[config.mk]
export PLATFORM = sky130hd
export DESIGN_NAME = crc32d_parser
export DESIGN_NICKNAME = d
export VERILOG_FILES = /design/src/rtl/core/crc32d_pkg.sv /design/src/rtl/core/crc32d_parser.sv
export SDC_FILE = /design/constraint.sdc
export NUM_CORES = 1
export LEC_CHECK = 0
export BUFFER_PORTS_ARGS = -buffer_cell sky130_fd_sc_hd__buf_2
export CAP_MARGIN = 15
export CORE_MARGIN = 2
export CORE_UTILIZATION = 45
export DETAILED_ROUTE_END_ITERATION = 12
export PLACE_DENSITY = 0.62
export SLEW_MARGIN = 40
export SYNTH_ARGS = -nofsm -noshare
export SYNTH_HDL_FRONTEND = slang
export SYNTH_SLANG_ARGS = --single-unit
[constraint.sdc]
create_clock -name clk_i -period 4.4 [get_ports clk_i]
set_input_delay 0.22 -clock clk_i [delete_from_list [all_inputs] [get_ports clk_i]]
set_output_delay 0.22 -clock clk_i [all_outputs]
set_load 0.02 [all_outputs]
[src/rtl/core/crc32d_pkg.sv]
// Shared types, constants and the byte-wide CRC-32 update for the datagram checker.
`default_nettype none

package crc32d_pkg;

  localparam logic [31:0] CrcPoly = 32'hEDB8_8320;
  localparam logic [31:0] CrcOnes = 32'hFFFF_FFFF;
  localparam logic [7:0]  SepByte = 8'hFF;
  localparam logic [7:0]  AsciiZero = 8'h30;
  localparam logic [7:0]  AsciiNine = 8'h39;

  typedef enum logic [1:0] {
    PH_MSG   = 2'd0,
    PH_FIELD = 2'd1,
    PH_TAIL  = 2'd2
  } phase_e;

  typedef struct packed {
    logic [7:0] data_byte;
    logic       last_byte;
  } in_item_t;

  typedef struct packed {
    logic        frame_ok;
    logic        separator_seen;
    logic [31:0] computed_crc;
    logic [31:0] received_value;
    logic        value_valid;
  } out_item_t;

  // Reflected CRC-32, one byte folded in as eight shift/xor steps.
  function automatic logic [31:0] crc32d_byte(logic [31:0] crc, logic [7:0] b);
    logic [31:0] c;
    c = crc ^ {24'h00_0000, b};
    for (int k = 0; k < 8; k++) begin
      c = c[0] ? ((c >> 1) ^ CrcPoly) : (c >> 1);
    end
    return c;
  endfunction

endpackage

`default_nettype wire

[src/rtl/core/crc32d_parser.sv]
// Per-datagram state: field phase, running CRC and decimal field accumulator.
`default_nettype none

module crc32d_parser import crc32d_pkg::*; (
  input  wire logic      clk_i,
  input  wire logic      rst_ni,
  input  wire logic      accept_i,
  input  wire in_item_t  item_i,
  output out_item_t      result_o
);

  phase_e      phase_q, phase_d;
  logic [31:0] crc_q, crc_d;
  logic [31:0] acc_q, acc_d;
  logic        inv_q, inv_d;
  logic        digit_q, digit_d;

  logic        is_sep;
  logic        is_digit;
  logic [35:0] acc_next;
  logic [31:0] crc_fin;
  logic        sep;
  logic        valid;
  logic [31:0] recv;

  assign is_sep   = (item_i.data_byte == SepByte);
  assign is_digit = (item_i.data_byte >= AsciiZero) && (item_i.data_byte <= AsciiNine);
  // acc * 10 + digit, as two shifts and two adds
  assign acc_next = {1'b0, acc_q, 3'b000} + {3'b000, acc_q, 1'b0}
                  + {32'h0000_0000, item_i.data_byte[3:0]};

  always_comb begin
    phase_d = phase_q;
    crc_d   = crc_q;
    acc_d   = acc_q;
    inv_d   = inv_q;
    digit_d = digit_q;
    case (phase_q)
      PH_MSG: begin
        if (is_sep) begin
          phase_d = PH_FIELD;
        end else begin
          crc_d = crc32d_byte(crc_q, item_i.data_byte);
        end
      end
      PH_FIELD: begin
        if (is_sep) begin
          phase_d = PH_TAIL;
        end else if (is_digit) begin
          digit_d = 1'b1;
          acc_d   = acc_next[31:0];
          if (acc_next[35:32] != 4'h0) begin
            inv_d = 1'b1;
          end
        end else begin
          inv_d = 1'b1;
        end
      end
      default: ;
    endcase
  end

  assign crc_fin = crc_d ^ CrcOnes;
  assign sep     = (phase_d != PH_MSG);
  assign valid   = sep && digit_d && !inv_d;
  assign recv    = valid ? acc_d : 32'h0000_0000;

  assign result_o.frame_ok       = sep && (recv == crc_fin);
  assign result_o.separator_seen = sep;
  assign result_o.computed_crc   = crc_fin;
  assign result_o.received_value = recv;
  assign result_o.value_valid    = valid;

  always_ff @(posedge clk_i or negedge rst_ni) begin
    if (!rst_ni) begin
      phase_q <= PH_MSG;
      crc_q   <= CrcOnes;
      acc_q   <= 32'h0000_0000;
      inv_q   <= 1'b0;
      digit_q <= 1'b0;
    end else if (accept_i) begin
      if (item_i.last_byte) begin
        phase_q <= PH_MSG;
        crc_q   <= CrcOnes;
        acc_q   <= 32'h0000_0000;
        inv_q   <= 1'b0;
        digit_q <= 1'b0;
      end else begin
        phase_q <= phase_d;
        crc_q   <= crc_d;
        acc_q   <= acc_d;
        inv_q   <= inv_d;
        digit_q <= digit_d;
      end
    end
  end

endmodule

`default_nettype wire

# == After elaboration in Yosys (flattened, before gate mapping) ==
# Index checks and enable logic that the tools add are counted.
# totals
register_bits,68
in_bits,12
out_inout_bits,67
elab_cells,59
# op_classes
add_sub_neg,2
order_cmp,2
n_eq_ne,3
n_mux,29
bitwise_logic,10
n_reduce_logical,8
# ops
op,n
$mux W32,16
$not A13 Y14,8
$add A35 B33 Y36,1
$add A36 B4 Y36,1
$eq A32 B32 Y1,1
$not A32 Y32,1
$xor A32 B8 Y32,1
$mux W1,9
$eq A8 B8 Y1 const B,1
$ge A8 B6 Y1 const B,1
$le A8 B6 Y1 const B,1
$mux W2,3
$logic_and A1 B1 Y1,4
$pmux W2 S2,1
$reduce_bool A4 Y1,1
$eq A2 B1 Y1 const B,1
$logic_not A2 Y1,1
$reduce_bool A2 Y1,1
$logic_not A1 Y1,1

# == Longest topological paths before layout ==
# logic_depth
word_depth,22
depth_mapped,17
ltp_nobuf,16

# == Least setup slack after synthesis ==
# OpenSTA, ideal clock, no wires.
# synth_path
path_type,register to output
from,register acc_q[0]
to,output result_o[66] (netlist name)
arrival_ns,4.259
t_required_ns,4.180
path_slack_ns,-0.079
stages_incl_launch_ff,16
path_buffers,1
cell_sequence,dfrtp_1 -> inv_1 -> fa_1 -> fa_1 -> nand2b_1 -> a21oi_2 -> o21ai_1 -> o21ai_2 -> a311oi_1 -> mux2_1 -> o31a_1 -> buf_2 -> a21oi_1 -> xnor2_1 -> nand4_1 -> nor4_2
# synth_lines
element,line,rtl
"start, declared",crc32d_parser.sv:14,"logic [31:0] acc_q, acc_d;"
"start signal, assigned",crc32d_parser.sv:78,acc_q <= 32'h0000_0000;
"start signal, assigned",crc32d_parser.sv:85,acc_q <= 32'h0000_0000;
"start signal, assigned",crc32d_parser.sv:91,acc_q <= acc_d;
"end, declared",crc32d_parser.sv:9,output out_item_t result_o

==> impl_results.md <==
- Power Density: 731.9 nW/um^2
- Cell Chain, Critical Path: inv_2, fa_2, fa_2, nand2b_4, a21oi_4, o21ai_2, o21ai_2, a311oi_2, mux2_4, o31a_1, buf_6, nor2_4, a2bb2oi_1, nand4_1, nor4_4, buf_4
- Max stage delay on crit path: 0.47 ns
- Via count: 8123
- Synth Area in Compound Gates: 26.52%
- Net Count, Synth: 1001
- Final #Nets: 1198
- Antenna-violating nets left: 0
- Fmax: 210.1 MHz
- Max-Cap Viols: 0
- Worst skew pair latency: 0.35 ns
- Drt via density: 6.035
- Worst Hold Endpoint: acc_q[1]$_DFFE_PN0P_
- Setup TNS: -0.3598 ns
- Area share of fa/ha/maj cells after synthesis: 10.82%
- Worst-path fanout max: 6
- Top-count cell post-synth: nor2_1
- Pre-CTS WS: -0.1694 ns
- IO Port Bufs: 78
- Die area: 18070 um^2
- RSZ-0062 raised after global routing: true
- Simple-Gate Fraction of Synth Area: 18.19%
- Clk pwr share: 10.5%
- Worst IR drop on VDD: 0.0007228 V
- Max-slew violations: 0
- Routed WL: 28630 um
- Crit Path Class: reg -> out
- Number of CTS-inserted buffers: 9
- Die Wd: 134.4 um
- Clock tree buffer depth: 2
- CTS tree: yes
- Fin crit period: 4.760 ns
- Fillers: 1528
- Top_reg_cell synth: dfrtp_1
- Clock root cell: clkbuf_16
- Post-synth ARST share: 100.0%
- Seq pwr share: 13.5%
- Starting DRT DRC Count: 820
- Arrival @ worst endpoint: 4.54 ns
- Failing checks: setup timing
- Pint: 0.003382 W
- Vias in the first global route: 7625
- Avg WL per Cell: 21.27 um
- R2R depth: 15
- Critical path's slowest cell: fa_2
- Synth unique cells: 91
- Synthesized area per cell: 8.286 um^2
- Synthesis-to-finish area growth: 29.42%
- Worst path depth: 16
- Post-synth top cells: nor2_1 (108), a21oi_1 (94), nand2_1 (68)
- Largest family of logic cells by synthesized area: compound AO/OA/AOI/OAI gates
- Leakage power: 4.594 nW
- Hold Fails Final Rpt: 0
- Yosys reg bits: 68
- Synth area leaders: dfrtp_1 (12%), dfstp_2 (11%), ha_1 (10%)
- Critical path startpoint category: flop
- Worst Hold Class: in -> reg
- Worst Path Required: 4.18 ns
- Setup-failing EPs final: 1
- Bufs and invs on worst path: 3
- Post-synth EDFFs: 0
- Top-area cell type share of the netlist area: 11.77%
- Layout cells sized above 1: 32.24%
- Cells after Synth: 924
- GP Congestion: 0.9724
- Power Total: 0.007252 W
- Worst-Margin Slew: 0.7659 ns
- Ys Warns: 0
- Clk_skew: 0.01032 ns
- Synthesized cell area: 7656 um^2
- Sw Pwr: 0.003870 W
- I/O pin cnt: 79
- Flop-to-flop setup slack: 1.03 ns
- ANT cells: 0
- DR DRC count: 0
- Worst r2r dst: acc_q[29]$_DFFE_PN0P_
- Worst setup margin: -0.3598 ns
- Sequential share of the synthesized area: 22.75%
- Post-DP HPWL: 22610 um
- Largest delay contributor family on the critical path: compound AO/OA/AOI/OAI gates
- First-pass GRT wire length: 43960 um
- Mux contribution to synthesized area: 4.020%
- Sw Share: 53.36%
- Comb pwr share: 76.0%
- Post-Synth XOR/XNOR Area: 13.11%
- Layout Utilization: 59.75%
- Final period util: 108.2%
- Cell accounting for the most synthesized area: dfrtp_1
- Status: complete, but fails checks
- Die height: 134.4 um
- H-Tree Depth: 3
- # rows: 47
- GRT overflow: 0
- Pin count of the biggest net entering global routing: 43
- Worst Setup End Kind: primary output
- GRT Total Usage: 31.70%
- Core area: 16580 um^2
- Num Clock Sinks: 68
- Hold path depth: 2
- Crit Reg-Reg Startpoint: acc_q[11]$_DFFE_PN0P_
- Clk slew on worst S/H paths: 0.07 ns
- Hold path startpoint: item_i[0]
- Antenna violations before repair: 0
- Slew HR: 47.48%
- Initial core utilization: 46.17%
- Initial DRT Pass Iterations: 5
power groups by stage:
stage          clock network, W  registers [W]  logic [W]
3_3_place_gp                  0       0.000983    0.00527
4_1_cts                0.000770       0.000977    0.00537
2_1_floorplan                 0       0.000945    0.00350
3_5_place_dp                  0       0.000986    0.00529
6_report               0.000759       0.000980    0.00551
5_1_grt                0.000795       0.000997    0.00581
metal layers:
| metal | wire length, um | vias up | GRT usage [%] |
|---|---|---|---|
| met2 | 13000 | 344 | 50.26 |
| met4 | 565 | 0 | 7.193 |
| met5 | 0 | - | 0 |
| met1 | 12970 | 3913 | 45.50 |
| li1 | - | 3823 | - |
| met3 | 2094 | 43 | 4.989 |
through the flow:
stage / std cells / hold slack (ns) / cell area (um^2)
after floorplan: 924 / -0.07559 / 7671
after global placement: 1324 / 0.3711 / 9275
after detailed placement: 1325 / 0.1988 / 9305
after CTS: 1343 / 0.2626 / 9721
after global routing: 1346 / 0.2857 / 9908
final: 1346 / 0.2719 / 9908
logic make-up (layout without fill, tap and decap cells):
kind of cell,count (synthesis),count (layout)
DFF,68,68
and+or+nand+nor,293,293
adders and majority gates,65,65
buffers and inverters,83,285
muxes,28,28
xor gates and xnor gates,94,94
AOI/OAI and AO/OA,293,293
worst max-delay path by stage:
stage | from | endpoint | slack, ns
floorplan | acc_q[0]$_DFFE_PN0P_ | result_o[66] | 0.02
global placement | item_i[4] | result_o[66] | -0.11
detailed placement | acc_q[0]$_DFFE_PN0P_ | result_o[66] | -0.17
CTS | acc_q[2]$_DFFE_PN0P_ | result_o[66] | -0.44
global route | acc_q[0]$_DFFE_PN0P_ | result_o[66] | -0.49
finish | acc_q[0]$_DFFE_PN0P_ | result_o[66] | -0.36
cell type report:
class / instances / area [um^2] / area share [%]
clock inverters: 7 / 75.07 / 0.7577
repair buffers: 238 / 1640 / 16.56
well taps: 220 / 275.3 / 2.778
clock buffers: 9 / 225.2 / 2.273
flip-flops and latches: 68 / 1742 / 17.58
inverters: 31 / 121.4 / 1.225
multi-input cells: 773 / 5829 / 58.83
registers in the layout, indices dropped and copies added (netlist names):
| name | flops |
|---|---|
| acc_q | 32 |
| phase_q | 2 |
| crc_q | 32 |
| inv_q | 1 |
| digit_q | 1 |
cell usage in the layout, fill, tap and decap left out, types with 21 or more instances in the layout:
cell type,netlist,layout
buf_4,5,155
nor2_1,108,105
a21oi_1,94,90
buf_2,17,77
nand2_1,68,67
ha_1,63,58
xnor2_1,55,53
dfrtp_1,36,36
dfstp_2,32,32
o21ai_0,32,29
inv_1,28,24
mux2i_1,24,24
xor2_1,22,21
o2bb2ai_1,21,21
repair_timing:
| action | CTS | global route |
|---|---|---|
| pin swaps | 14 | 20 |
| gates resized for setup | 19 | 37 |
| cloned | 0 | 0 |
| buffers inserted | 2 | 3 |
| hold buffers | 1 | 0 |
| endpoints found under the setup margin | 3 | 21 |
| endpoints found under the hold margin | 4 | 0 |
Note: power is estimated with default switching activity, not from simulation.
